### src/design/ddft_pkg.sv
// Shared types, constants and the twiddle conversion function for the direct DFT block.
package ddft_pkg;

    localparam int POINTS_DEF  = 64;
    localparam int SAMPLE_BITS = 16;
    localparam int TW_BITS     = 16;
    localparam int PROD_BITS   = SAMPLE_BITS + TW_BITS;
    localparam int ACC_BITS    = 38;
    localparam int BIN_BITS    = 6;

    localparam real TWO_PI   = 6.283185307179586;
    localparam real TW_SCALE = 32768.0;
    localparam real TW_MAX   = 32767.0;

    typedef struct packed {
        logic signed [SAMPLE_BITS-1:0] re;
        logic signed [SAMPLE_BITS-1:0] im;
    } sample_t;

    // One request to the MAC pipeline.
    typedef struct packed {
        logic valid;
        logic first;
        logic last;
    } issue_t;

    // Load request for the output register.
    typedef struct packed {
        logic load;
        logic last;
    } emit_t;

    typedef enum logic [1:0] {
        ST_LOAD,
        ST_ISSUE,
        ST_DRAIN,
        ST_EMIT
    } ctrl_state_t;

    // Round half up to Q1.15 and saturate at the positive end; used at elaboration only.
    function automatic logic signed [TW_BITS-1:0] to_q15(real v);
        real    r;
        integer n;
        r = $floor(v * TW_SCALE + 0.5);
        if (r > TW_MAX)
        begin
            r = TW_MAX;
        end
        n = $rtoi(r);
        return n[TW_BITS-1:0];
    endfunction

endpackage

### src/design/ddft_store.sv
// Sample memory: one write port for incoming samples, one registered read port for the MAC.
module ddft_store #(
    parameter int POINTS = ddft_pkg::POINTS_DEF
) (
    input  logic                      clk,
    input  logic                      wr_en,
    input  logic [$clog2(POINTS)-1:0] wr_addr,
    input  ddft_pkg::sample_t         wr_data,
    input  logic                      rd_en,
    input  logic [$clog2(POINTS)-1:0] rd_addr,
    output ddft_pkg::sample_t         rd_data
);
    import ddft_pkg::*;

    sample_t mem [POINTS];
    sample_t rd_data_reg;

    always_ff @(posedge clk)
    begin
        if (wr_en)
        begin
            mem[wr_addr] <= wr_data;
        end
        if (rd_en)
        begin
            rd_data_reg <= mem[rd_addr];
        end
    end

    assign rd_data = rd_data_reg;

endmodule

### config.mk
export PLATFORM = sky130hd
export DESIGN_NAME = ddft_store
export DESIGN_NICKNAME = d
export VERILOG_FILES = /design/src/design/ddft_pkg.sv /design/src/design/ddft_store.sv
export SDC_FILE = /design/constraint.sdc
export NUM_CORES = 2
export LEC_CHECK = 0
export ABC_AREA = 1
export BUFFER_PORTS_ARGS = -buffer_cell sky130_fd_sc_hd__buf_2
export CORE_MARGIN = 2
export CORE_UTILIZATION = 40
export CTS_BUF_LIST = sky130_fd_sc_hd__clkbuf_8 sky130_fd_sc_hd__clkbuf_16
export DETAILED_ROUTE_END_ITERATION = 10
export GPL_TIMING_DRIVEN = 1
export PLACE_DENSITY = 0.52
export SLEW_MARGIN = 20
export SYNTH_ARGS = -nofsm -noshare
export SYNTH_HDL_FRONTEND = slang
export SYNTH_SLANG_ARGS = --single-unit
### constraint.sdc
create_clock -name clk -period 16.1 [get_ports clk]
set_input_delay 3.22 -clock clk [delete_from_list [all_inputs] [get_ports clk]]
set_output_delay 3.22 -clock clk [all_outputs]
set_load 0.005 [all_outputs]
# Word-level counts from Yosys, hierarchy flattened

Memory sizes are Yosys's and may differ from the RTL's. A register that Yosys moved wholly into a read port is not among the register bits.
Index checks and enable logic that the tools add are counted.

Multiplexer cells: 2

Operators with widths:

| cell             | count |
|---|---|
| 2-to-1 mux 1 bit | 2 |

Register bits: 0
RAM bits: 2048
Bits of input ports: 47
Output and inout bits: 32
Logic and storage cells: 3
Memories kept: 1

Memory list:

| name | words | width | read ports | clocked after Yosys merged registers in | wr ports | line             | RTL |
|---|---|---|---|---|---|---|---|
| mem  | 64    | 32    | 1          | 1                                       | 1        | ddft_store.sv:15 | `sample_t mem [POINTS];` |

# Depth between registers and ports, before layout

Word-level depth: 2
Mapped depth: 13
Mapped depth without buffers: 9

# Worst setup path after synthesis

Ideal clock, no wire load.

Path kind: input to register
Start: in wr_en
End: mem mem[48][0] (netlist bit), enable pin
Library setup time: 502 ps
Arrival: 6848 ps
Data required time: 15598 ps
Slack: 8750 ps
Stages: 3
Path buffers: 1
Path through: clkbuf_1 > nand4_1 > nor4_1

Cells in the longest elaborated chain, start to end: 2

Ends and longest elaborated chain:

| what                                   | line             | RTL |
|---|---|---|
| start: declaration                     | ddft_store.sv:6  | `input logic wr_en,` |
| 2-to-1 mux 1 bit                       | ddft_store.sv:20 | `if (wr_en)` |
| 2-to-1 mux 1 bit (implied by the code) | ddft_store.sv:22 | `mem[wr_addr] <= wr_data;` |
| end: declaration                       | ddft_store.sv:15 |  |

No other way between the ends.

==> metrics.md <==
| Metric | Value |
|---|---|
| Share of cells above drive strength 1 | 8.199% |
| Sequential cell area fraction in the yosys report | 75.20% |
| DR vias/cell | 5.530 |
| Setup-failing EPs final | 0 |
| Largest net degree at the start of global routing | 249 |
| Clk Latency, worst-skew pair | 0.86 ns |
| Crit end category | register |
| 1st-iter DRT viols | 5786 |
| Status | completed |
| CTS tree | done |
| Starting density of the core | 40.19% |
| Area leader, netlist | edfxtp_1 |
| Nets | 6806 |
| Vias | 53380 |
| Drt drc | 0 |
| Crit share post-route | 41.10% |
| Area share of the largest cell type after synthesis | 75.20% |
| CTS H-tree lvls | 4 |
| Seq pwr share | 52.7% |
| PostCTS Resize Cnt | 0 |
| Top-count cell post-synth | nand2_1 |
| Fin Hold WS | 0.8767 ns |
| Post-synthesis register bit count | 2080 |
| Max Cap Violations | 0 |
| Per-cell routed wire length | 26.59 um |
| Hold Path Class | register to register |
| Core ar. | 206700 um^2 |
| Synth cell count leaders | nand2_1, edfxtp_1, nand3_1, buf_2, clkbuf_1 |
| RD Place Congestion | 0.7795 |
| Post-route ant nets | 0 |
| Crit path max fanout | 248 |
| Worst slew pin tran | 1.151 ns |
| P_leak | 32.47 nW |
| Row count | 167 |
| DP HPWL | 126.5 mm |
| Dpl cells | 9249 |
| Fin. max-slew vios | 0 |
| Die X | 459.7 um |
| Clock sinks | 2080 |
| PortBufs | 78 |
| Post-Layout Cell Count | 9652 |
| Main synth FF type | edfxtp_1 |
| Clock-pin transition on the worst setup and hold timing paths | 0.06 ns |
| Power Total | 11.46 mW |
| Post-CTS Setup Bufs | 0 |
| Seq. cell area | 62460 um^2 |
| Clock root buffer | clkbuf_16 |
| Area of the multi-input gates | 18770 um^2 |
| Ys async rst share | 0% |
| P_sw | 2.628 mW |
| Vias in the first global route | 50460 |
| PwrDens | 123.2 nW/um^2 |
| Worst Setup SP | rd_addr[0] |
| Final global-route overflow total | 0 |
| Die Ht | 459.7 um |
| CTS buffer count | 212 |
| R2r startpoint | mem[25][24]$_DFFE_PP_ |
| Worst slew margin | 23.29% |
| Synth area leaders | edfxtp_1, nand3_1, nand2_1 |
| Post-CTS Hold Fix Bufs | 0 |
| Worst Skew | 0.03774 ns |
| Post-Place Worst Slack | 8.545 ns |
| RSZ-0062 raised after global routing | no |
| Dpl cell area | 86350 um^2 |
| Worst EP arrival | 7.31 ns |
| Hold Startpoint | mem[24][17]$_DFFE_PP_ |
| Post-synth EDFFs | 2080 |
| Final TNS setup | 0 ns |
| WP data required | 16.79 ns |
| Synth Instances | 6769 |
| Clock power frac | 41.3% |
| DR pass1 iterations | 5 |
| Max FFs per register | 2048 |
| Type of origin of the critical path | primary input |
| Overall routed net length | 256.7 mm |
| Max Root-Sink Buffers | 3 |
| Netlist cell types | 15 |
| Switching Fraction | 22.94% |
| Global-route wire length before repair | 367.3 mm |
| Internal power | 8.827 mW |
| Setup CP Type | primary input to register |
| Setup WS post-layout | 9.484 ns |
| Avg Inst Size Synth | 12.27 um^2 |
| Synth warn | 0 |
| Syn nets | 6816 |
| Logic pwr share | 6.0% |
| Area delta synth->final | 11.96% |
| Final Hold Viols | 0 |
| Initial antenna violation count | 17 |
| Die area | 211300 um^2 |
| Post-layout min period | 6.616 ns |
| Utilization after layout | 45.00% |
| FILL cells | 18600 |
| Upper clock frequency limit | 151.1 MHz |
| Peak supply drop | 0.0001179 V |
| Netlist area before placement | 83060 um^2 |
| Final Instance Area | 92990 um^2 |
| # IOs | 79 |
| Global-route usage over all layers | 24.01% |
critical path, stage by stage:
cell and delay (ns):
buf_8 0.22, inv_16 0.71, buf_12 0.54, buf_4 0.93
nand2_1 0.12, nand3_1 0.11, nand3_1 0.09, nand3_1 0.15
nand3_1 0.10, nand2_1 0.17, nand2_1 0.29, nand2_1 0.14
worst paths after layout:
check / slack [ns] / cells past startpoint / endpoint
min: 0.88 / 8 / rd_data[17]$_DFFE_PP_
max reg2reg: 14.05 / 8 / rd_data[24]$_DFFE_PP_
max: 9.48 / 12 / rd_data[24]$_DFFE_PP_
min reg2reg: 0.88 / 8 / rd_data[17]$_DFFE_PP_
layout make-up:
class / instances / share of cell area, %
Clock buffer: 214 / 5.759
Antenna cell: 20 / 0.05382
Tap cell: 2704 / 3.638
Timing Repair Buffer: 225 / 1.783
Inverter: 12 / 0.08880
Clock inverter: 169 / 1.329
Sequential cell: 2080 / 67.17
Multi-Input combinational cell: 4228 / 20.18
power by group through the flow:
stage / registers (mW) / clock network, mW / logic, mW
global placement: 6.15 / 0 / 0.688
detailed placement: 6.15 / 0 / 0.691
finish: 6.04 / 4.73 / 0.690
CTS: 6.04 / 4.80 / 0.692
floorplan: 6.13 / 0 / 0.368
global route: 6.03 / 5.01 / 0.749
layout by cell type (no fill, tap or decap):
cell / count
bufinv_16: 17
diode_2: 20
clkinv_4: 1
clkinv_1: 57
inv_6: 4
buf_12: 10
clkbuf_16: 214
nand3_1: 1907
clkinvlp_4: 3
buf_2: 73
inv_16: 4
buf_6: 1
nand4_1: 9
inv_1: 59
clkinv_2: 31
clkinv_8: 3
inv_8: 2
edfxtp_1: 2080
nor2_4: 56
buf_8: 3
nor4_2: 8
nand2_1: 2248
buf_4: 138
layer usage:
layer	vias up	global-route usage, %	wire length (um)
met5	-	0	0
met4	0	7.713	7681
met3	373	2.761	15330
met2	1894	39.47	123600
met1	26960	33.33	110100
li1	24150	-	-
kinds of logic (layout without fill, tap and decap cells):
family / count (synthesis) / after routing / share of synthesized area [%]
simple gates: 4228 / 4228 / 22.03
other cells: 0 / 20 / 0
flops: 2080 / 2080 / 75.20
buf+inv: 461 / 620 / 2.769
(Power assumes the default switching activity.)
