--- config.mk ---
export PLATFORM = sky130hd
export DESIGN_NAME = ddft_mac
export DESIGN_NICKNAME = d
export VERILOG_FILES = /design/src/design/ddft_pkg.sv /design/src/design/ddft_mac.sv
export SDC_FILE = /design/constraint.sdc
export NUM_CORES = 2
export LEC_CHECK = 0
export ABC_AREA = 1
export ABC_CLOCK_PERIOD_IN_PS = 6530
export BUFFER_PORTS_ARGS = -buffer_cell sky130_fd_sc_hd__buf_2
export CELL_PAD_IN_SITES_DETAIL_PLACEMENT = 1
export CELL_PAD_IN_SITES_GLOBAL_PLACEMENT = 1
export CORE_MARGIN = 8
export CORE_UTILIZATION = 50
export CTS_CLUSTER_DIAMETER = 50
export DETAILED_ROUTE_END_ITERATION = 8
export GPL_TIMING_DRIVEN = 0
export HOLD_SLACK_MARGIN = 0.1
export PLACE_DENSITY = 0.95
export SYNTH_ARGS = -nofsm -noshare
export SYNTH_HDL_FRONTEND = slang
export SYNTH_SLANG_ARGS = --single-unit
--- constraint.sdc ---
create_clock -name clk -period 6.53 [get_ports clk]
set_clock_uncertainty 0.2 [all_clocks]
set_input_delay 1.6325 -clock clk [delete_from_list [all_inputs] [get_ports clk]]
set_output_delay 1.6325 -clock clk [all_outputs]
set_load 0.02 [all_outputs]
--- src/design/ddft_pkg.sv ---
// Shared types, constants and the twiddle conversion function for the direct DFT block.
package ddft_pkg;

    localparam int POINTS_DEF  = 64;
    localparam int SAMPLE_BITS = 16;
    localparam int TW_BITS     = 16;
    localparam int PROD_BITS   = SAMPLE_BITS + TW_BITS;
    localparam int ACC_BITS    = 38;
    localparam int BIN_BITS    = 6;

    localparam real TWO_PI   = 6.283185307179586;
    localparam real TW_SCALE = 32768.0;
    localparam real TW_MAX   = 32767.0;

    typedef struct packed {
        logic signed [SAMPLE_BITS-1:0] re;
        logic signed [SAMPLE_BITS-1:0] im;
    } sample_t;

    // One request to the MAC pipeline.
    typedef struct packed {
        logic valid;
        logic first;
        logic last;
    } issue_t;

    // Load request for the output register.
    typedef struct packed {
        logic load;
        logic last;
    } emit_t;

    typedef enum logic [1:0] {
        ST_LOAD,
        ST_ISSUE,
        ST_DRAIN,
        ST_EMIT
    } ctrl_state_t;

    // Round half up to Q1.15 and saturate at the positive end; used at elaboration only.
    function automatic logic signed [TW_BITS-1:0] to_q15(real v);
        real    r;
        integer n;
        r = $floor(v * TW_SCALE + 0.5);
        if (r > TW_MAX)
        begin
            r = TW_MAX;
        end
        n = $rtoi(r);
        return n[TW_BITS-1:0];
    endfunction

endpackage

--- src/design/ddft_mac.sv ---
// Twiddle ROM and the shared complex multiply-accumulate pipeline.
module ddft_mac #(
    parameter int POINTS = ddft_pkg::POINTS_DEF
) (
    input  logic                                    clk,
    input  logic                                    rst_n,
    input  ddft_pkg::issue_t                        issue,
    input  logic [$clog2(POINTS)-1:0]               tw_idx,
    input  ddft_pkg::sample_t                       sample,
    output logic signed [ddft_pkg::ACC_BITS-1:0]    acc_re,
    output logic signed [ddft_pkg::ACC_BITS-1:0]    acc_im,
    output logic                                    done
);
    import ddft_pkg::*;

    logic signed [TW_BITS-1:0] cos_rom [POINTS];
    logic signed [TW_BITS-1:0] sin_rom [POINTS];

    for (genvar g = 0; g < POINTS; g++)
    begin : g_rom
        localparam real ANGLE = TWO_PI * g / POINTS;
        localparam logic signed [TW_BITS-1:0] COS_Q = to_q15($cos(ANGLE));
        localparam logic signed [TW_BITS-1:0] SIN_Q = to_q15($sin(ANGLE));
        assign cos_rom[g] = COS_Q;
        assign sin_rom[g] = SIN_Q;
    end

    issue_t                      s1_reg;
    issue_t                      s2_reg;
    logic signed [TW_BITS-1:0]   cos_reg;
    logic signed [TW_BITS-1:0]   sin_reg;
    logic signed [PROD_BITS-1:0] p_rc_reg;
    logic signed [PROD_BITS-1:0] p_is_reg;
    logic signed [PROD_BITS-1:0] p_ic_reg;
    logic signed [PROD_BITS-1:0] p_rs_reg;
    logic signed [ACC_BITS-1:0]  acc_re_reg;
    logic signed [ACC_BITS-1:0]  acc_im_reg;
    logic signed [ACC_BITS-1:0]  acc_re_next;
    logic signed [ACC_BITS-1:0]  acc_im_next;
    logic signed [ACC_BITS-1:0]  sum_re;
    logic signed [ACC_BITS-1:0]  sum_im;
    logic                        done_reg;

    // Control flags of the three stages.
    always_ff @(posedge clk or negedge rst_n)
    begin
        if (!rst_n)
        begin
            s1_reg   <= '0;
            s2_reg   <= '0;
            done_reg <= 1'b0;
        end
        else
        begin
            s1_reg   <= issue;
            s2_reg   <= s1_reg;
            done_reg <= s2_reg.valid && s2_reg.last;
        end
    end

    // The sample arrives from the store in the same cycle as the twiddle registers.
    always_ff @(posedge clk)
    begin
        cos_reg  <= cos_rom[tw_idx];
        sin_reg  <= sin_rom[tw_idx];
        p_rc_reg <= sample.re * cos_reg;
        p_is_reg <= sample.im * sin_reg;
        p_ic_reg <= sample.im * cos_reg;
        p_rs_reg <= sample.re * sin_reg;
        if (s2_reg.valid)
        begin
            acc_re_reg <= acc_re_next;
            acc_im_reg <= acc_im_next;
        end
    end

    always_comb
    begin
        sum_re = ACC_BITS'(p_rc_reg) + ACC_BITS'(p_is_reg);
        sum_im = ACC_BITS'(p_ic_reg) - ACC_BITS'(p_rs_reg);
        if (s2_reg.first)
        begin
            acc_re_next = sum_re;
            acc_im_next = sum_im;
        end
        else
        begin
            acc_re_next = acc_re_reg + sum_re;
            acc_im_next = acc_im_reg + sum_im;
        end
    end

    assign acc_re = acc_re_reg;
    assign acc_im = acc_im_reg;
    assign done   = done_reg;

endmodule

* Word level (Yosys, flattened, before mapping)
Memories as Yosys holds them, arrays and structs flattened. A register that Yosys moved wholly into a read port is not among the register bits.
Index checks and enable logic that the tools add are counted.
** Storage, ports and cells
- Bits in latches :: 0
- Memories :: 2
- Logic and storage cells :: 27
- ROM bits :: 2048
- Register bits after elaboration :: 211
- RAM bits :: 0
- Output and inout port bits :: 77
** Operators by class
- $mul :: 4
- Div/mod/pow operators :: 0
- Order comparisons :: 0
- Mux-type cells :: 2
- Add/sub/neg operators :: 4
- Eq/ne operators :: 0
- Bitwise gates (word level) :: 1
- Shift operators :: 0
- Reductions and logical operators :: 1
** Memory list
- (name not given) :: words 64, width 16, read ports 1, clocked after memory_dff 1, wr ports 0, line ddft_mac.sv:65 : sin_reg <= sin_rom[tw_idx];
- (name not given) :: words 64, width 16, read ports 1, clocked after memory_dff 1, wr ports 0, line ddft_mac.sv:64 : cos_reg <= cos_rom[tw_idx];
** Operators by type and width (count)
- multiplier 16 x 16 -> 32 bit :: 4
- adder 38 x 33 -> 38 bit :: 2
- 2-to-1 mux 38 bit :: 2
- adder 32 x 32 -> 33 bit :: 1
- subtractor 32 x 32 -> 33 bit :: 1
- NOT 6 -> 7 bit :: 1
- logical AND 1 bit :: 1

* Logic depth before layout (Yosys ltp)
- Word-level depth :: 3
- Gate-level depth with buffers :: 28
- Gate-level depth less buffers :: 28

* Least setup slack after synthesis
OpenSTA, ideal clock, no wires.
- Path kind :: in2reg
- From :: input port sample[31] (netlist bit)
- To :: register p_rc_reg[30]
- Arrival time :: 6.768 ns
- Cell stages on the path :: 20
- Buffers on the path :: 1
- Setup time :: 0.072 ns
- Slack :: -0.509 ns
- Data required time :: 6.258 ns
- Cell sequence :: clkbuf_1 > nand2_1 > inv_1 > fa_1 > fa_1 > inv_1 > fa_1 > fa_1 > inv_1 > fa_1 > inv_1 > fa_1 > inv_1 > ha_1 > nand2_1 > o21ai_0 > inv_1 > or2_2 > nand3_1 > xor2_1
** Between the ends
- Word-level cells in the longest chain between the ends :: 1
** RTL lines
- start, declared :: line ddft_mac.sv:9 : input ddft_pkg::sample_t sample,
- multiplier 16 x 16 -> 32 bit :: line ddft_mac.sv:66 : p_rc_reg <= sample.re * cos_reg;
- end signal, assigned :: line ddft_mac.sv:66
- end, declared :: line ddft_mac.sv:32 : logic signed [PROD_BITS-1:0] p_rc_reg;
Every way passes these cells.
A chain may end at the register's enable or synchronous reset.

* Worst setup path after layout
- From :: register sin_reg[14]
- To :: register p_is_reg[23]
** Between the ends
- Word-level cells in the longest chain between the ends :: 1
** RTL lines
- start, declared :: line ddft_mac.sv:31 : logic signed [TW_BITS-1:0] sin_reg;
- multiplier 16 x 16 -> 32 bit :: line ddft_mac.sv:67 : p_is_reg <= sample.im * sin_reg;
- end signal, assigned :: line ddft_mac.sv:67
- end, declared :: line ddft_mac.sv:33 : logic signed [PROD_BITS-1:0] p_is_reg;
Every way passes these cells.

==> qor.yml <==
synth:
  synth-seq-cells: 243
  synth_cell_types: 63
  synth_edf_count: 76
  syn_area_per_cell_sq_um: 7.436
  syn-num-nets: 9499
  syn_inst: 7928
  async_flop_share: 0.02881
  ys_warn_count: 0
  synthFlopType: "dfxtp_1"
  syn_area_sq_um: 58960
  seq_area_frac_synth: 0.09601
clock_tree:
  h-tree-depth: 2
  clock_sinks: 243
  hold_buffers: 0
  ctsLongestPathBuffers: 3
  clk_pin_slew_ns: 0.06
  cts_buffers: 46
  cts_root_buffer: "clkbuf_16"
  cts_tree: "done"
  clkLatencyLatePin_ns: 0.70
floorplanning:
  rows: 126
  fp.dieArea_sq_um: 129200
  io_pins: 120
  initial_core_util: 0.5020
  core_area_sq_um: 117500
  die_w_microns: 359.4
  die_h_microns: 359.4
setup_path:
  slowest_delay_ns: 0.99
  path_class: "flop to flop"
  crit_chain: "clkbuf_1 > nand2_1 > inv_1 > fa_1 > fa_1 > fa_1 > fa_2 > fa_1 > inv_2 > fa_1 > inv_2 > ha_4 > nand2_8 > nor3_4 > nand4_1 > nand3_4 > buf_6 > xor2_4"
  cp-end-kind: "flop"
  path_delay_family: "adder cells"
  cp.arrival_ns: 8.70
  cp_num_buf_inv: 5
  slowest_stage: "clkbuf_1"
  required_ns: 6.89
  crit_path_max_fanout: 10
  startpoint_type: "flop"
  crit_top_cell: "fa_1"
layout:
  nets: 9879
  drive_gt1_frac: 0.1621
  instances_no_fill: 9922
  synthToLayoutAreaGrowth_pct: 19.14
  final_core_util: 0.5980
sta:
  rsz0062_at_grt: "true"
  fin_crit_ns: 8.335
  whs_ns: 0.1610
  setup_slack_ns: -1.805
  fmax_ghz: 0.1200
  tightest_slew_ns: 1.650
  setup_tns_ns: -58.44
  hold_viol_final: 0
  setup_viol: 88
  fin_crit_sh: 1.276
  maxSlewViolCount: 54
  max_slew_margin: -0.1001
run_status:
  violations: "DRC, capacitance limit, slew limit, setup timing"
  status: "finished, violations left"
route:
  drc: 473
  drtPass1Iterations: 9
  via_count: 66390
  dr.max_layer_used: "met5"
  viasPerCell: 6.691
  dr_wl_met2_microns: 145300
  antenna_left: 0
  route.met3.wl_microns: 52380
  finalWirelength_microns: 354600
  drtIter0Drc: 9304
  wl_met1_microns: 105100
  wire_per_inst_microns: 35.74
grt:
  grt_pass1_vias: 67270
  gr-usage-all-layers: 0.4374
  gr-total-overflow: 0
  grt_start_max_net_pins: 56
  grt_pass1_wl_microns: 421800
  antenna_found_initial: 67
place:
  port_buffers: 116
  gp_congestion: 1.027
  place_inst: 9581
  hpwl_microns: 219700
hold_path:
  hold_path_class: "flop to flop"
run:
  max-cap-violations: 4
## synth_stat cells (16+ instances only)
master,number,area (sq um)
inv_1,2127,7984
nand2_1,2052,7702
fa_1,1052,21060
ha_1,476,5956
nor2_1,409,1535
a21oi_1,294,1471
nand3_1,228,1141
clkbuf_1,211,792.0
o21ai_0,200,1001
dfxtp_1,160,3203
xor2_1,109,954.7
edfxtp_1,76,2282
nand4_1,70,437.9
xnor2_1,64,560.5
nor3_1,51,255.2
o21bai_1,43,322.8
a21o_1,34,255.2
and2_1,30,187.7
nand2_2,29,181.4
nand3b_1,25,187.7
o21ai_1,25,125.1
o22ai_1,16,100.1
## cells in the final DEF, fill, tap and decap left out, types with 76 or more instances in the layout
cell type,instances
inv_1,1989
o21ai_0,154
ha_1,397
fa_1,960
edfxtp_1,76
fa_2,92
nand2_2,126
inv_2,125
dfxtp_1,153
nand3_1,203
nand2_1,1903
buf_4,179
buf_2,103
nor2_1,363
xor2_1,95
a21oi_1,225
## routing by layer
layer	track usage	vias up
met5	0	-
met4	0.3880	65
met3	0.1612	3631
met2	0.6996	6848
met1	0.4492	31640
li1	-	24200
## cell type report
class / count / area [sq um]
multi-input combinational: 5325 / 47860
antenna: 40 / 100.1
clock inverter: 33 / 360.3
clock buffer: 53 / 1219
buffer: 224 / 2268
tap: 1536 / 1922
inverter: 2134 / 8071
timing repair buffer: 334 / 2765
sequential: 243 / 5673
fill: 14310 / 47210
## cells by family after synthesis
family,after synthesis,synth area share
simple gates,2941,0.2036
buf+inv,2360,0.1507
fa+ha+maj,1528,0.4582
compound gates,681,0.06522
flops,243,0.09601
xor+xnor,174,0.02598
mux,1,0.0001910
## worst register-to-register path, cell delays in order, from the launching register on
cell	delay [ns]
dfxtp_1	0.56
clkbuf_1	0.99
nand2_1	0.17
inv_1	0.14
fa_1	0.46
fa_1	0.59
fa_1	0.48
fa_2	0.51
fa_1	0.52
inv_2	0.05
fa_1	0.57
inv_2	0.19
ha_4	0.47
nand2_8	0.11
nor3_4	0.48
nand4_1	0.68
nand3_4	0.49
buf_6	0.17
xor2_4	0.35
## metrics by stage
| step | instance area, sq um | worst slack [ns] |
|---|---|---|
| 2_1_floorplan | 59220 | -0.04874 |
| 3_3_place_gp | 61720 | -1.535 |
| 3_5_place_dp | 61750 | -1.846 |
| 4_1_cts | 66120 | -0.08687 |
| 5_1_grt | 70170 | -1.677 |
| 6_report | 70240 | -1.805 |
## final timing paths
kind	slack, ns	start	end	depth (start not counted)
max	-1.81	sin_reg[14]	p_is_reg[23]	18
min	0.16	s1_reg[1]	s2_reg[1]	0
max reg2reg	-1.81	sin_reg[14]	p_is_reg[23]	18
min reg2reg	0.16	s1_reg[1]	s2_reg[1]	0
max in group asynchronous	5.39	rst_n	s2_reg[2]	1
min in group asynchronous	0.56	rst_n	s1_reg[2]	1
## repair_timing
action,4_1_cts,5_1_grt
setup endpoints to repair,86,79
buffers inserted,63,148
resized for setup,601,878
pin swaps,110,314
cloned,2,7
Power is not shown: default switching activity piles up to over one toggle a cycle in this logic, so the estimate is an artifact.
