## src/design/ddft_pkg.sv

```systemverilog
// Shared types, constants and the twiddle conversion function for the direct DFT block.
package ddft_pkg;

    localparam int POINTS_DEF  = 64;
    localparam int SAMPLE_BITS = 16;
    localparam int TW_BITS     = 16;
    localparam int PROD_BITS   = SAMPLE_BITS + TW_BITS;
    localparam int ACC_BITS    = 38;
    localparam int BIN_BITS    = 6;

    localparam real TWO_PI   = 6.283185307179586;
    localparam real TW_SCALE = 32768.0;
    localparam real TW_MAX   = 32767.0;

    typedef struct packed {
        logic signed [SAMPLE_BITS-1:0] re;
        logic signed [SAMPLE_BITS-1:0] im;
    } sample_t;

    // One request to the MAC pipeline.
    typedef struct packed {
        logic valid;
        logic first;
        logic last;
    } issue_t;

    // Load request for the output register.
    typedef struct packed {
        logic load;
        logic last;
    } emit_t;

    typedef enum logic [1:0] {
        ST_LOAD,
        ST_ISSUE,
        ST_DRAIN,
        ST_EMIT
    } ctrl_state_t;

    // Round half up to Q1.15 and saturate at the positive end; used at elaboration only.
    function automatic logic signed [TW_BITS-1:0] to_q15(real v);
        real    r;
        integer n;
        r = $floor(v * TW_SCALE + 0.5);
        if (r > TW_MAX)
        begin
            r = TW_MAX;
        end
        n = $rtoi(r);
        return n[TW_BITS-1:0];
    endfunction

endpackage

```

## src/design/ddft_ctrl.sv

```systemverilog
// Sequencer: loads a frame of samples, then walks bins and samples through the MAC.
module ddft_ctrl #(
    parameter int POINTS = ddft_pkg::POINTS_DEF
) (
    input  logic                      clk,
    input  logic                      rst_n,
    input  logic                      in_valid,
    output logic                      in_ready,
    input  logic                      out_free,
    input  logic                      mac_done,
    output logic                      store_we,
    output logic [$clog2(POINTS)-1:0] store_waddr,
    output logic [$clog2(POINTS)-1:0] store_raddr,
    output ddft_pkg::issue_t          issue,
    output logic [$clog2(POINTS)-1:0] tw_idx,
    output ddft_pkg::emit_t           emit,
    output logic [$clog2(POINTS)-1:0] bin
);
    import ddft_pkg::*;

    localparam int AW = $clog2(POINTS);
    localparam logic [AW-1:0] LAST = AW'(POINTS - 1);
    localparam logic [AW:0]   WRAP = (AW + 1)'(POINTS);

    ctrl_state_t   state_reg;
    ctrl_state_t   state_next;
    logic [AW-1:0] frame_reg;
    logic [AW-1:0] frame_next;
    logic [AW-1:0] bin_reg;
    logic [AW-1:0] bin_next;
    logic [AW-1:0] k_reg;
    logic [AW-1:0] k_next;
    logic [AW-1:0] m_reg;
    logic [AW-1:0] m_next;
    logic [AW:0]   m_sum;
    logic [AW:0]   m_wrap;

    always_ff @(posedge clk or negedge rst_n)
    begin
        if (!rst_n)
        begin
            state_reg <= ST_LOAD;
            frame_reg <= '0;
            bin_reg   <= '0;
            k_reg     <= '0;
            m_reg     <= '0;
        end
        else
        begin
            state_reg <= state_next;
            frame_reg <= frame_next;
            bin_reg   <= bin_next;
            k_reg     <= k_next;
            m_reg     <= m_next;
        end
    end

    always_comb
    begin
        state_next = state_reg;
        unique case (state_reg)
            ST_LOAD:
            begin
                if (in_valid && frame_reg == LAST)
                begin
                    state_next = ST_ISSUE;
                end
            end
            ST_ISSUE:
            begin
                if (k_reg == LAST)
                begin
                    state_next = ST_DRAIN;
                end
            end
            ST_DRAIN:
            begin
                if (mac_done)
                begin
                    state_next = ST_EMIT;
                end
            end
            ST_EMIT:
            begin
                if (out_free)
                begin
                    state_next = (bin_reg == LAST) ? ST_LOAD : ST_ISSUE;
                end
            end
            default:
            begin
                state_next = ST_LOAD;
            end
        endcase
    end

    // The twiddle index steps by the bin number and wraps modulo the frame length.
    always_comb
    begin
        m_sum  = {1'b0, m_reg} + {1'b0, bin_reg};
        m_wrap = m_sum - WRAP;
        frame_next = frame_reg;
        bin_next   = bin_reg;
        k_next     = k_reg;
        m_next     = m_reg;
        unique case (state_reg)
            ST_LOAD:
            begin
                if (in_valid)
                begin
                    frame_next = (frame_reg == LAST) ? '0 : frame_reg + AW'(1);
                    bin_next   = '0;
                    k_next     = '0;
                    m_next     = '0;
                end
            end
            ST_ISSUE:
            begin
                k_next = k_reg + AW'(1);
                m_next = (m_sum >= WRAP) ? m_wrap[AW-1:0] : m_sum[AW-1:0];
            end
            ST_DRAIN:
            begin
                k_next = '0;
            end
            ST_EMIT:
            begin
                if (out_free)
                begin
                    bin_next = bin_reg + AW'(1);
                    k_next   = '0;
                    m_next   = '0;
                end
            end
            default:
            begin
                k_next = '0;
            end
        endcase
    end

    always_comb
    begin
        in_ready    = 1'b0;
        issue       = '0;
        emit        = '0;
        unique case (state_reg)
            ST_LOAD:
            begin
                in_ready = 1'b1;
            end
            ST_ISSUE:
            begin
                issue.valid = 1'b1;
                issue.first = (k_reg == '0);
                issue.last  = (k_reg == LAST);
            end
            ST_DRAIN:
            begin
                issue = '0;
            end
            ST_EMIT:
            begin
                emit.load = out_free;
                emit.last = (bin_reg == LAST);
            end
            default:
            begin
                in_ready = 1'b0;
            end
        endcase
    end

    assign store_we    = in_valid && in_ready;
    assign store_waddr = frame_reg;
    assign store_raddr = k_reg;
    assign tw_idx      = m_reg;
    assign bin         = bin_reg;

endmodule

```

## config.mk

```make
export PLATFORM = sky130hd
export DESIGN_NAME = ddft_ctrl
export DESIGN_NICKNAME = d
export VERILOG_FILES = /design/src/design/ddft_pkg.sv /design/src/design/ddft_ctrl.sv
export SDC_FILE = /design/constraint.sdc
export NUM_CORES = 1
export LEC_CHECK = 0
export BUFFER_PORTS_ARGS = -buffer_cell sky130_fd_sc_hd__buf_4
export CORE_MARGIN = 2
export CORE_UTILIZATION = 40
export DETAILED_ROUTE_END_ITERATION = 10
export PLACE_DENSITY = 0.58
export SETUP_SLACK_MARGIN = 0.1
export SLEW_MARGIN = 5
export SYNTH_ARGS = -nofsm -noshare
export SYNTH_HDL_FRONTEND = slang
export SYNTH_SLANG_ARGS = --single-unit
export TNS_END_PERCENT = 5
```

## constraint.sdc

```tcl
create_clock -name clk -period 2.5 [get_ports clk]
set_input_delay 0.75 -clock clk [delete_from_list [all_inputs] [get_ports clk]]
set_output_delay 0.75 -clock clk [all_outputs]
set_load 0.02 [all_outputs]
```

# Word-level counts from Yosys, hierarchy flattened
# Cells that the tools add are included.
dict set report op_classes {
  shift 0
  n_reduce_logical 11
  div 0
  n_addsub 5
  n_bitwise 0
  muxes 17
  multipliers 0
  magnitude_cmp 1
  n_eq_ne 11
}
# op count
set ops {}
lappend ops {{two-way mux 6 bit} 5}
lappend ops {{one-hot mux 6 bit (4 select lines)} 1}
lappend ops {{adder 6 x 1 -> 6 bit, second input constant} 3}
lappend ops {{equality test 6 bit, second input constant} 3}
lappend ops {{one-hot mux 6 bit (3 select lines)} 1}
lappend ops {{one-hot mux 6 bit (2 select lines)} 1}
lappend ops {{two-way mux 2 bit} 5}
lappend ops {{!= test 2 bit, second input constant} 5}
lappend ops {{one-hot mux 2 bit (4 select lines)} 1}
lappend ops {{adder 6 x 6 -> 7 bit} 1}
lappend ops {{greater-or-equal comparator 7 bit, second input constant} 1}
lappend ops {{zero test 6 bit} 1}
lappend ops {{AND reduction 3 bit} 2}
lappend ops {{subtractor 6 x 1 -> 6 bit, second input constant} 1}
lappend ops {{equality test 2 bit, second input constant} 2}
lappend ops {{AND reduction 2 bit} 2}
lappend ops {{AND reduction 4 bit} 1}
lappend ops {{two-way mux 3 bit} 1}
lappend ops {{nonzero test 3 bit} 1}
lappend ops {{equality test 2 x 1 -> 1 bit, second input constant} 1}
lappend ops {{logical AND 1 bit} 2}
lappend ops {{zero test 2 bit} 1}
lappend ops {{two-way mux 1 bit} 2}
lappend ops {{nonzero test 2 bit} 1}
dict set report word_totals {
  elab_cells 50
  reg_bits 26
  output_inout_bits 31
  mem_count 0
  in_bits 5
  romBits 0
  ram_bits 0
  latch_bits 0
}

# Logic depth before layout (Yosys ltp)
# Gate-level depths: netlist of the first run.
dict set report depth {
  word_depth 4
  mapped_depth 7
  depth_no_buf 6
}

# Worst setup path before layout of the first run
# OpenSTA, ideal clock, no wires.
dict set report synth_timing {
  kind {register -> output}
  startpoint {register state_reg[1]}
  endpoint {output port issue[1] in the netlist's numbering}
  arrival_ps 1370
  setup_slack_ps 380
  stages_incl_launch_ff 5
  path_buffers 1
  required_time_ps 1750
  cell_sequence {dfrtp_1 > inv_1 > ha_1 > clkbuf_1 > and3_1}
}
# item line
set synth_lines {}
lappend synth_lines {{start: declaration} ddft_ctrl.sv:25} ;# ctrl_state_t state_reg;
lappend synth_lines {{start signal: assignment} ddft_ctrl.sv:50} ;# state_reg <= state_next;
lappend synth_lines {{end: declaration} ddft_ctrl.sv:14} ;# output ddft_pkg::issue_t issue,

==> results of run 1 <==
[how the worst max path moves through the flow]
stage | start | end | slack [ps] | depth (start not counted)
after floorplan | state_reg[1]$_DFFE_PN0P_ | issue[1] | 380 | 4
after global placement | in_valid | store_we | 430 | 4
after detailed placement | in_valid | store_we | 420 | 4
after CTS | bin[1]$_DFFE_PN0P_ | emit[0] | 160 | 5
after global routing | bin[1]$_DFFE_PN0P_ | emit[0] | 50 | 5
final | bin[1]$_DFFE_PN0P_ | emit[0] | 170 | 5
[metal layers]
| layer | vias up | track usage (%) |
|---|---|---|
| met3 | 4 | 1.95 |
| met5 | - | 0 |
| li1 | 722 | - |
| met4 | 0 | 6.00 |
| met1 | 708 | 25.2 |
| met2 | 29 | 31.5 |
[through the flow]
stage                     cell area (um2)  hold slack (ps)
final                                2020              375
after floorplan                      1670              454
after detailed placement             1980              517
after global routing                 2020              390
after global placement               1980              496
after CTS                            2020              388
[logic make-up after synthesis]
kind of cell | after synthesis | share of synthesized area [%]
mux | 4 | 2.55
buf+inv | 15 | 4.05
xor+xnor | 6 | 3.15
compound gates | 44 | 17.2
flops | 26 | 39.0
simple gates | 73 | 22.3
fa+ha+maj | 15 | 11.7
[worst max-delay path, cell delays in order (launching register included)]
cell	delay (ps)
dfrtp_1	500
ha_1	220
and3_1	220
nand3_1	90
nor2_1	130
buf_4	160
[repair_timing]
item	CTS	global route
hold buffers	0	0
gates resized for setup	0	1
setup endpoints to repair	0	2
[layout by cell type (no fill, tap or decap), types with 2 or more instances in the layout]
cell	count
buf_4	37
dfrtp_1	26
nand2_1	24
o21ai_0	18
ha_1	13
inv_1	10
nand3_1	10
nor2_1	9
and3_1	6
o31ai_1	5
xnor2_1	5
nor2b_1	4
nor3_1	4
nand2b_1	4
a31oi_1	4
a21oi_1	3
clkbuf_8	3
nor4_1	2
and2_1	2
a21o_1	2
a211oi_1	2
nand4_1	2
a22o_1	2
mux2_2	2
mux2i_1	2
nor3b_1	2
[Yosys cell counts (2+ instances only)]
library cell	instances
mux2_2	2
nor3_1	4
a211oi_1	2
nand3_1	10
a21o_1	2
inv_1	10
clkbuf_2	2
nor3b_1	2
nand2b_1	4
mux2i_1	2
o31ai_1	5
xnor2_1	5
ha_1	14
a22o_1	2
nor2_1	9
nor2b_1	4
and2_1	2
a21oi_1	3
a31oi_1	4
o21ai_0	18
dfrtp_1	26
nor4_1	2
and3_1	6
nand2_1	24
nand4_1	2
[where the power goes]
| group | switching (W) | internal (W) |
|---|---|---|
| Combinational | 0.0000112 | 0.00000519 |
| Sequential | 0 | 0.000420 |
| Clock | 0.000133 | 0.000108 |
| Total | 0.000144 | 0.000533 |
[layout make-up]
class                   count  area (um2)  area share, %
flip-flops and latches     26         651           32.2
multi-input cells         142         951           47.1
repair buffers             37         278           13.7
clock buffers               3        41.3           2.04
well taps                  50        62.6           3.10
inverters                  10        37.5           1.86
==> impl_results.md, run 1 <==
* Worst Tran Pin Value at 482 ps
* Worst-Skew Late Latency at 270 ps
* Port Buf Inserts at 35
* Aggregate global routing overflow at 0
* Initial detailed-routing violation count at 38
* Fin crit period at 2330 ps
* Vias in the first global route at 1378
* Setup bufs post-CTS at 0
* Leak at 1.01 nW
* Worst R2R End: tw_idx[5]$_DFFE_PN0P_
* Hold Path Class: in2async
* Top post-synthesis cells by area: dfrtp_1, ha_1, o21ai_0, nand2_1, nand3_1
* TNS Setup at 0 ps
* Total global-route track usage at 18.7%
* Worst Setup Path Type: reg2out
* Fmax at 429 MHz
* Drt via density at 5.46
* Die Area at 0.00470 mm2
* DR pass1 iterations at 4
* Final number of max-transition violations at 0
* Met1 WL at 1810 um
* Seq cells post-synth at 26
* Post-route DRC at 0
* Synth cell types at 42
* Required @ worst endpoint at 1750 ps
* EDFF count, synth at 0
* Antenna diodes at 0
* Detailed placement HPWL at 2890 um
* Max Cap Violations at 0
* CP endpoint kind: output port
* Share of post-route cells with drive strength above 1 at 22.0%
* Syn_nets at 203
* Hold Vio Cnt, Final at 0
* RSZ-0062 raised after global routing: yes
* Largest net degree at the start of global routing at 27
* CTS Buf Count at 3
* Clock sink total at 26
* Post-synthesis cell area at 0.00167 mm2
* PwrDens at roughly 340 mW/mm2
* Core ar. at about 0.004 mm2
* H-tree Lvls at 1
* Dominant synthesized flop cell: dfrtp_1
* Reg2reg start: state_reg[0]$_DFFE_PN0P_
* Root buf cell: clkbuf_8
* Ys async rst share at 100%
* CTS tree: done
* Skew final at 5.48 ps
* Clock tree buffer depth at 2
* DR WL met2 at roughly 1900 um
* Reg clk slew, reported paths at around 90 ps
* Worst Path Max Fanout at 7
* Post-Route WL at approximately 3800 um
* Tcrit/Tclk final at 93.2%
* Initial antenna violation count at 0
* Share of the synthesized area in the top cell type at 39.0%
* Met3 routed WL at 126 um
* Register-to-Register Path Depth at 7
* Initial core utilization at 41.7%
* Number of standard cells in the layout, taps in and fillers out at approximately 270
* Placed cells at 265
* Leading area contributor after synthesis: dfrtp_1
* IO Pins at 36
* First-pass GRT wire length at ~6600 um
* Final setup viols at 0
* Yosys warns at 0
* CP startpoint kind: register
* FILL cells at 399
* R2R setup slack at 470 ps
* Routed Antenna Nets at 0
* Final Util at 50.5%
* RePlAce Congestion at 0.788
* Avg Synthesized Cell Area at 9.11 um2
* Status: finished clean
* Nets at 240
* Crit path DAT at 1580 ps
* Max_slew headroom at 67.7%
* # rows at 23
* Chip width at 68.6 um
* Chip height at a little under 70 um
* Cells after Synth at 183
* Sequential area share after synthesis at 39.0%
* Via count at 1463
* Area growth syn-to-layout at 21.2%
* WL per Instance at 14.3 um
* DR top layer: met4
* Post-place setup slack at 416 ps
* Total chip power at between 0.0006 and 0.0007 W
* Post-route setup slack at 169 ps
* Peak VDD IR at around 0.00018 V
Power figures use the tool's default switching activity.
==> run 2: changes to the inputs <==
BUFFER_PORTS_ARGS = -buffer_cell sky130_fd_sc_hd__buf_2   (was -buffer_cell sky130_fd_sc_hd__buf_4)
==> run 2 against run 1 <==
Register-to-register slack about the same. Largest power group unchanged. Utilization down 1.8 points. First-iteration DRC count up 7.9%.
==> impl_results.md, run 2 (same netlist as run 1, synthesis figures left out) <==
* Tcrit/Tclk final at 92.6% (was 93.2%)
* WL per Instance at 14.6 um (was 14.3 um)
* Switching share of total power at 21.0% (was 21.3%)
* GRT met2 Usage at 32.7% (was 31.5%)
* CP startpoint kind: register (unchanged)
* Logic pwr share at 2.1% (was 2.4%)
* Hold Path Class: in2async (unchanged)
* Status: finished clean (unchanged)
* # rows at 23 (unchanged)
* FILL cells at 389 (was 399)
* TNS Setup at 0 ps (unchanged)
* Clk pwr share at 39.1% (was 35.6%)
* Setup bufs post-CTS at 0 (unchanged)
* Fin crit period at 2320 ps (was 2330 ps)
* CTS tree: done (unchanged)
* Busiest grt layer: met2 (unchanged)
* Root buf cell: clkbuf_8 (unchanged)
* CP endpoint kind: output port (unchanged)
* Fmax at 432 MHz (was 429 MHz)
* Detailed placement HPWL at 2910 um (was 2890 um)
* Worst Path Max Fanout at 7 (unchanged)
* Port Buf Inserts at 35 (unchanged)
* Reg clk slew, reported paths at 90 ps (about the same)
* Post-Route WL at 3920 um (was 3820 um)
* Met1 usage at 24.3% (was 25.2%)
* Chip width at 68.6 um (unchanged)
* Initial antenna violation count at 0 (unchanged)
* Initial core utilization at 41.7% (unchanged)
* H-tree Lvls at 1 (unchanged)
* Peak VDD IR at 0.000164 V (was 0.000176 V)
* Final Util at 48.7% (was 50.5%)
* Total global-route track usage at 18.9% (was 18.7%)
* Largest net degree at the start of global routing at 27 (unchanged)
* RePlAce Congestion at 0.818 (was 0.788)
* Chip height at 68.6 um (unchanged)
* Internal at 0.000565 W (was 0.000533 W)
* Area growth syn-to-layout at 16.9% (was 21.2%)
* Worst Setup Path Type: reg2out (unchanged)
* Routed Antenna Nets at 0 (unchanged)
* Commonest non-fill, non-tap cell in the layout: buf_2 (was buf_4)
* Max_slew headroom at 58.7% (was 67.7%)
* Initial detailed-routing violation count at 41 (was 38)
* Antenna diodes at 0 (unchanged)
* First-pass GRT wire length at 6720 um (was 6560 um)
* Nets at 240 (unchanged)
* Drt via density at 5.48 (was 5.46)
* Clock tree buffer depth at 2 (unchanged)
* DR pass1 iterations at 4 (unchanged)
* Worst-Skew Late Latency at 270 ps (about the same)
* Reg power frac at 58.8% (was 62.0%)
* CTS Buf Count at 3 (unchanged)
* Core ar. at 0.00400 mm2 (unchanged)
* Final setup viols at 0 (unchanged)
* Final number of max-transition violations at 0 (unchanged)
* Leak at 0.994 nW (was 1.01 nW)
* Hold slack at 480 ps (was 375 ps)
* Met3 Usage GRT at 2.44% (was 1.95%)
* Crit path DAT at 1570 ps (was 1580 ps)
* Required @ worst endpoint at 1750 ps (about the same)
* Via count at 1475 (was 1463)
* RSZ-0062 raised after global routing: yes (unchanged)
* Skew final at 1.58 ps (was 5.48 ps)
* Post-route DRC at 0 (unchanged)
* Most frequent cells in the layout: buf_2, dfrtp_1, nand2_1 (was buf_4, dfrtp_1, nand2_1)
* Clock sink total at 26 (unchanged)
* Die Area at 0.00470 mm2 (unchanged)
* Register-to-Register Path Depth at 7 (unchanged)
* Aggregate global routing overflow at 0 (unchanged)
* Worst Tran Pin Value at 619 ps (was 482 ps)
* Hold Vio Cnt, Final at 0 (unchanged)
* Share of post-route cells with drive strength above 1 at 22.8% (was 22.0%)
* Vias in the first global route at 1502 (was 1378)
* IO Pins at 36 (unchanged)
* Max Cap Violations at 0 (unchanged)
* PwrDens at 367 mW/mm2 (was 335 mW/mm2)
* Switching pwr at 0.000150 W (was 0.000144 W)
## run 2: metal layers
| metal | part of all wire, % | up-vias |
|---|---|---|
| met1 | 47 | 706 |
| met2 | 48 | 36 |
| met3 | 3.6 | 5 |
| met4 | 1.2 | 0 |
| li1 | - | 728 |
| met5 | 0 | - |
## run 2: repair_timing
item	in CTS	in global routing
resized for setup	0	2
setup endpoints to repair	0	3
endpoints found under the hold margin	0	0
hold buffers	0	0
## run 2: critical path, cell delays in order (launching register included)
cell and delay, ps:
dfrtp_1 450, inv_1 110, ha_1 290, inv_1 150
nor2_1 120, buf_2 170
## run 2: worst paths after layout
kind / to / slack, ps / from
max: issue[0] / 180 / state_reg[1]$_DFFE_PN0P_
min: tw_idx[1]$_DFFE_PN0P_ / 480 / rst_n
max reg2reg: tw_idx[5]$_DFFE_PN0P_ / 460 / state_reg[0]$_DFFE_PN0P_
min reg2reg: tw_idx[3]$_DFFE_PN0P_ / 520 / tw_idx[3]$_DFFE_PN0P_
max in group asynchronous: bin[1]$_DFFE_PN0P_ / 1590 / rst_n
min in group clk: tw_idx[3]$_DFFE_PN0P_ / 520 / tw_idx[3]$_DFFE_PN0P_
## run 2: power by group through the flow
stage / Sequential [W] / Combinational (W) / Clock (W)
finish: 0.000420 / 0.0000152 / 0.000279
floorplan: 0.000429 / 0.00000340 / 0
detailed placement: 0.000429 / 0.0000157 / 0
CTS: 0.000420 / 0.0000158 / 0.000289
global placement: 0.000429 / 0.0000154 / 0
global route: 0.000420 / 0.0000177 / 0.000305
## run 2: stage by stage
stage | power (W) | area (um2) | std cells | setup WS [ps]
floorplan | 0.000432 | 1670 | 183 | 380
global placement | 0.000444 | 1890 | 265 | 433
detailed placement | 0.000444 | 1890 | 265 | 380
CTS | 0.000725 | 1940 | 269 | 150
global route | 0.000743 | 1950 | 269 | 66.9
finish | 0.000714 | 1950 | 269 | 185
## run 2: area by class of cell
type | instances | area, um2 | area share [%]
clock buffer | 4 | 55.1 | 2.83
inverter | 10 | 37.5 | 1.93
multi-input combinational | 142 | 951 | 48.8
sequential | 26 | 652 | 33.5
tap | 50 | 62.6 | 3.21
timing repair buffer | 37 | 190 | 9.76
==> run 3: changes to the inputs <==
ABC_AREA = 1   (was not set)
PLACE_DENSITY = 0.57   (was 0.58)
==> run 3 against run 2 <==
Largest cell class unchanged. Non-clock buffer count down 1. Setup slack better by 71 ps. Sequential share of layout area decreased by 1.1 points. Flip-flop and latch count unchanged. Utilization is 0.66 points higher. Global-route usage down 3.1 points. Register-to-register slack better by 360 ps.
==> impl_results.md, run 3 <==
* Status: finished clean (unchanged)
* Vias in the first global route at 1389 (was 1502)
* Skew final at 6.57 ps (was 1.58 ps)
* Ys async rst share at 100% (unchanged)
* Leading area contributor after synthesis: dfrtp_1 (unchanged)
* GRT met2 Usage at 25.5% (was 32.7%)
* FILL cells at 432 (was 389)
* Worst Setup Path Type: reg2out (unchanged)
* Initial antenna violation count at 0 (unchanged)
* Top post-synthesis cells by area: dfrtp_1, nand2_1, ha_1, inv_1, nand3_1 (was dfrtp_1, ha_1, o21ai_0, nand2_1, nand3_1)
* Avg Synthesized Cell Area at 7.45 um2 (was 9.11 um2)
* RSZ-0062 raised after global routing: no (was yes)
* DR pass1 iterations at 4 (unchanged)
* H-tree Lvls at 1 (unchanged)
* Commonest non-fill, non-tap cell in the layout: nand2_1 (was buf_2)
* Die Area at 0.00487 mm2 (was 0.00470 mm2)
* Hold Path Class: in2async (unchanged)
* Nets at 291 (was 240)
* WL per Instance at 11.3 um (was 14.6 um)
* Area growth syn-to-layout at 16.6% (was 16.9%)
* Antenna diodes at 0 (unchanged)
* Reg2reg start: state_reg[0]$_DFFE_PN0P_ (unchanged)
* Leak at 1.15 nW (was 0.994 nW)
* Final number of max-transition violations at 0 (unchanged)
* Cells after Synth at 232 (was 183)
* Required @ worst endpoint at 1750 ps (about the same)
* Max_slew headroom at 59.8% (was 58.7%)
* Synth cell types at 26 (was 42)
* Hold Vio Cnt, Final at 0 (unchanged)
* Clock tree buffer depth at 2 (unchanged)
* Root buf cell: clkbuf_8 (unchanged)
* Final Util at 49.4% (was 48.7%)
* Final setup viols at 0 (unchanged)
* Aggregate global routing overflow at 0 (unchanged)
* EDFF count, synth at 0 (unchanged)
* Register-to-Register Path Depth at 8 (was 7)
* Total global-route track usage at 15.8% (was 18.9%)
* CP endpoint kind: output port (unchanged)
* Met3 Usage GRT at 1.89% (was 2.44%)
* CP max-delay cell: dfrtp_1 (unchanged)
* Syn_nets at 252 (was 203)
* Most frequent cells in the layout: nand2_1, inv_1, buf_2 (was buf_2, dfrtp_1, nand2_1)
* Met1 usage at 22.3% (was 24.3%)
* Drt via density at 4.75 (was 5.48)
* Largest net degree at the start of global routing at 27 (unchanged)
* First-pass GRT wire length at 6240 um (was 6720 um)
* TNS Setup at 0 ps (unchanged)
* Routed Antenna Nets at 0 (unchanged)
* Critical Path, Cell by Cell: inv_1 -> ha_1 -> nand2_2 -> clkinv_2 -> buf_2 (was inv_1 -> ha_1 -> inv_1 -> nor2_1 -> buf_2)
* Worst R2R End: tw_idx[2]$_DFFE_PN0P_ (was tw_idx[5]$_DFFE_PN0P_)
* Clock sink total at 26 (unchanged)
* Most frequent cell after synthesis: nand2_1 (was dfrtp_1)
* Hold slack at 475 ps (was 480 ps)
* Worst-Skew Late Latency at 270 ps (about the same)
* Crit path DAT at 1490 ps (was 1570 ps)
* Yosys warns at 0 (unchanged)
* Chip height at 69.8 um (was 68.6 um)
* Detailed placement HPWL at 2810 um (was 2910 um)
* CP startpoint kind: register (unchanged)
* Hold-fix buffers, CTS at 0 (unchanged)
* Initial core utilization at 42.3% (was 41.7%)
* Share of post-route cells with drive strength above 1 at 21.1% (was 22.8%)
* Tcrit/Tclk final at 89.8% (was 92.6%)
* Initial detailed-routing violation count at 81 (was 41)
* Share of the synthesized area in the top cell type at 37.6% (was 39.0%)
* Commonest cells in the netlist: nand2_1, inv_1, dfrtp_1 (was dfrtp_1, nand2_1, o21ai_0)
* R2R setup slack at 820 ps (was 460 ps)
* Post-route DRC at 0 (unchanged)
* Sequential area share after synthesis at 37.6% (was 39.0%)
* Port Buf Inserts at 35 (unchanged)
* Busiest grt layer: met2 (unchanged)
* Post-synthesis cell area at 0.00173 mm2 (was 0.00167 mm2)
* Fin crit period at 2240 ps (was 2320 ps)
* # rows at 23 (unchanged)
* Fmax at 446 MHz (was 432 MHz)
* RePlAce Congestion at 0.863 (was 0.818)
* Core ar. at 0.00409 mm2 (was 0.00400 mm2)
* Reg clk slew, reported paths at 100 ps (was 90 ps)
* Worst Path Max Fanout at 6 (was 7)
* Worst Tran Pin Value at 603 ps (was 619 ps)
* IO Pins at 36 (unchanged)
* PwrDens at 922 mW/mm2 (was 367 mW/mm2)
* CTS tree: done (unchanged)
* Slowest Stage Delay on Critical Path at 430 ps (was 450 ps)
* Via count at 1520 (was 1475)
* Dominant synthesized flop cell: dfrtp_1 (unchanged)
* Peak VDD IR at 0.000461 V (was 0.000164 V)
* CTS Buf Count at 3 (unchanged)
* Seq cells post-synth at 26 (unchanged)
* Max Cap Violations at 0 (unchanged)
* Chip width at 69.8 um (was 68.6 um)
* Post-Route WL at 3630 um (was 3920 um)
==> run 3: changes by cell type after synthesis, sizes merged, moves of 4 or more <==
cell	before	now
nand4	2	7
nor2	9	20
nand3	10	16
a21oi	3	7
o31ai	5	0
nor2b	4	0
nand2b	4	0
nand2	24	72
o21ai	19	15
inv	10	38
a31oi	4	0
and3	6	0
==> run 3: what timing repair did <==
| action | CTS | global route |
|---|---|---|
| gates resized for setup | 0 | 2 |
| buffers inserted | 0 | 0 |
| endpoints found under the setup margin | 0 | 1 |
==> run 3: how the worst max path moves through the flow <==
stage	startpoint	end	slack, ps	depth (start not counted)
6_report	state_reg[0]$_DFFE_PN0P_	store_we	260	5
5_1_grt	bin[1]$_DFFE_PN0P_	emit[0]	100	4
4_1_cts	state_reg[0]$_DFFE_PN0P_	store_we	240	5
3_5_place_dp	in_valid	store_we	510	4
3_3_place_gp	in_valid	store_we	520	4
2_1_floorplan	state_reg[1]$_DFFE_PN0P_	issue[0]	230	5
==> run 3: final cells by class <==
type | instances | area [um2] | share of cell area [%]
clock buffer | 4 | 55.1 | 2.73
timing repair buffer | 36 | 183 | 9.06
tap | 50 | 62.6 | 3.10
multi-input combinational | 165 | 917 | 45.5
sequential | 26 | 652 | 32.3
inverter | 39 | 148 | 7.32
==> run 3: critical path: cells and delay by family, from the launching register on <==
| kind | cells | cell delay, ps |
|---|---|---|
| and+or+nand+nor | 1 | 120 |
| DFF | 1 | 430 |
| adders and majority gates | 1 | 280 |
| buffers and inverters | 3 | 400 |
==> run 3: power breakdown <==
group / internal, W / total (W) / switching, W
sequential: 0.000522 / 0.000653 / 0.000131
clock: 0.000141 / 0.000276 / 0.000135
combinational: 0.000315 / 0.000931 / 0.000616
total: 0.000978 / 0.00186 / 0.000882
==> run 3: per-layer routing <==
metal  share of wire (%)  vias up
li1                    -      813
met1                  52      682
met2                  45       23
met3                 2.7        2
met4                0.72        0
met5                   0        -
==> run 3: logic make-up (layout without fill, tap and decap cells) <==
kind of cell / after synthesis / after routing / share of synthesized area (%)
buffers and inverters: 41 / 79 / 9.48
AO/OA/AOI/OAI: 24 / 24 / 7.24
AND/OR/NAND/NOR: 124 / 124 / 33.4
adder cells (fa/ha/maj): 15 / 15 / 11.3
flip-flops: 26 / 26 / 37.6
XOR/XNOR: 2 / 2 / 1.01
==> run 3: metrics by stage <==
step                total power (W)  worst slack [ps]  area [um2]  instances
CTS                         0.00189               236        2010        320
floorplan                   0.00133               230        1730        232
finish                      0.00186               256        2020        320
global route                0.00204               102        2020        320
detailed placement          0.00160               507        1960        316
global placement            0.00160               522        1960        316
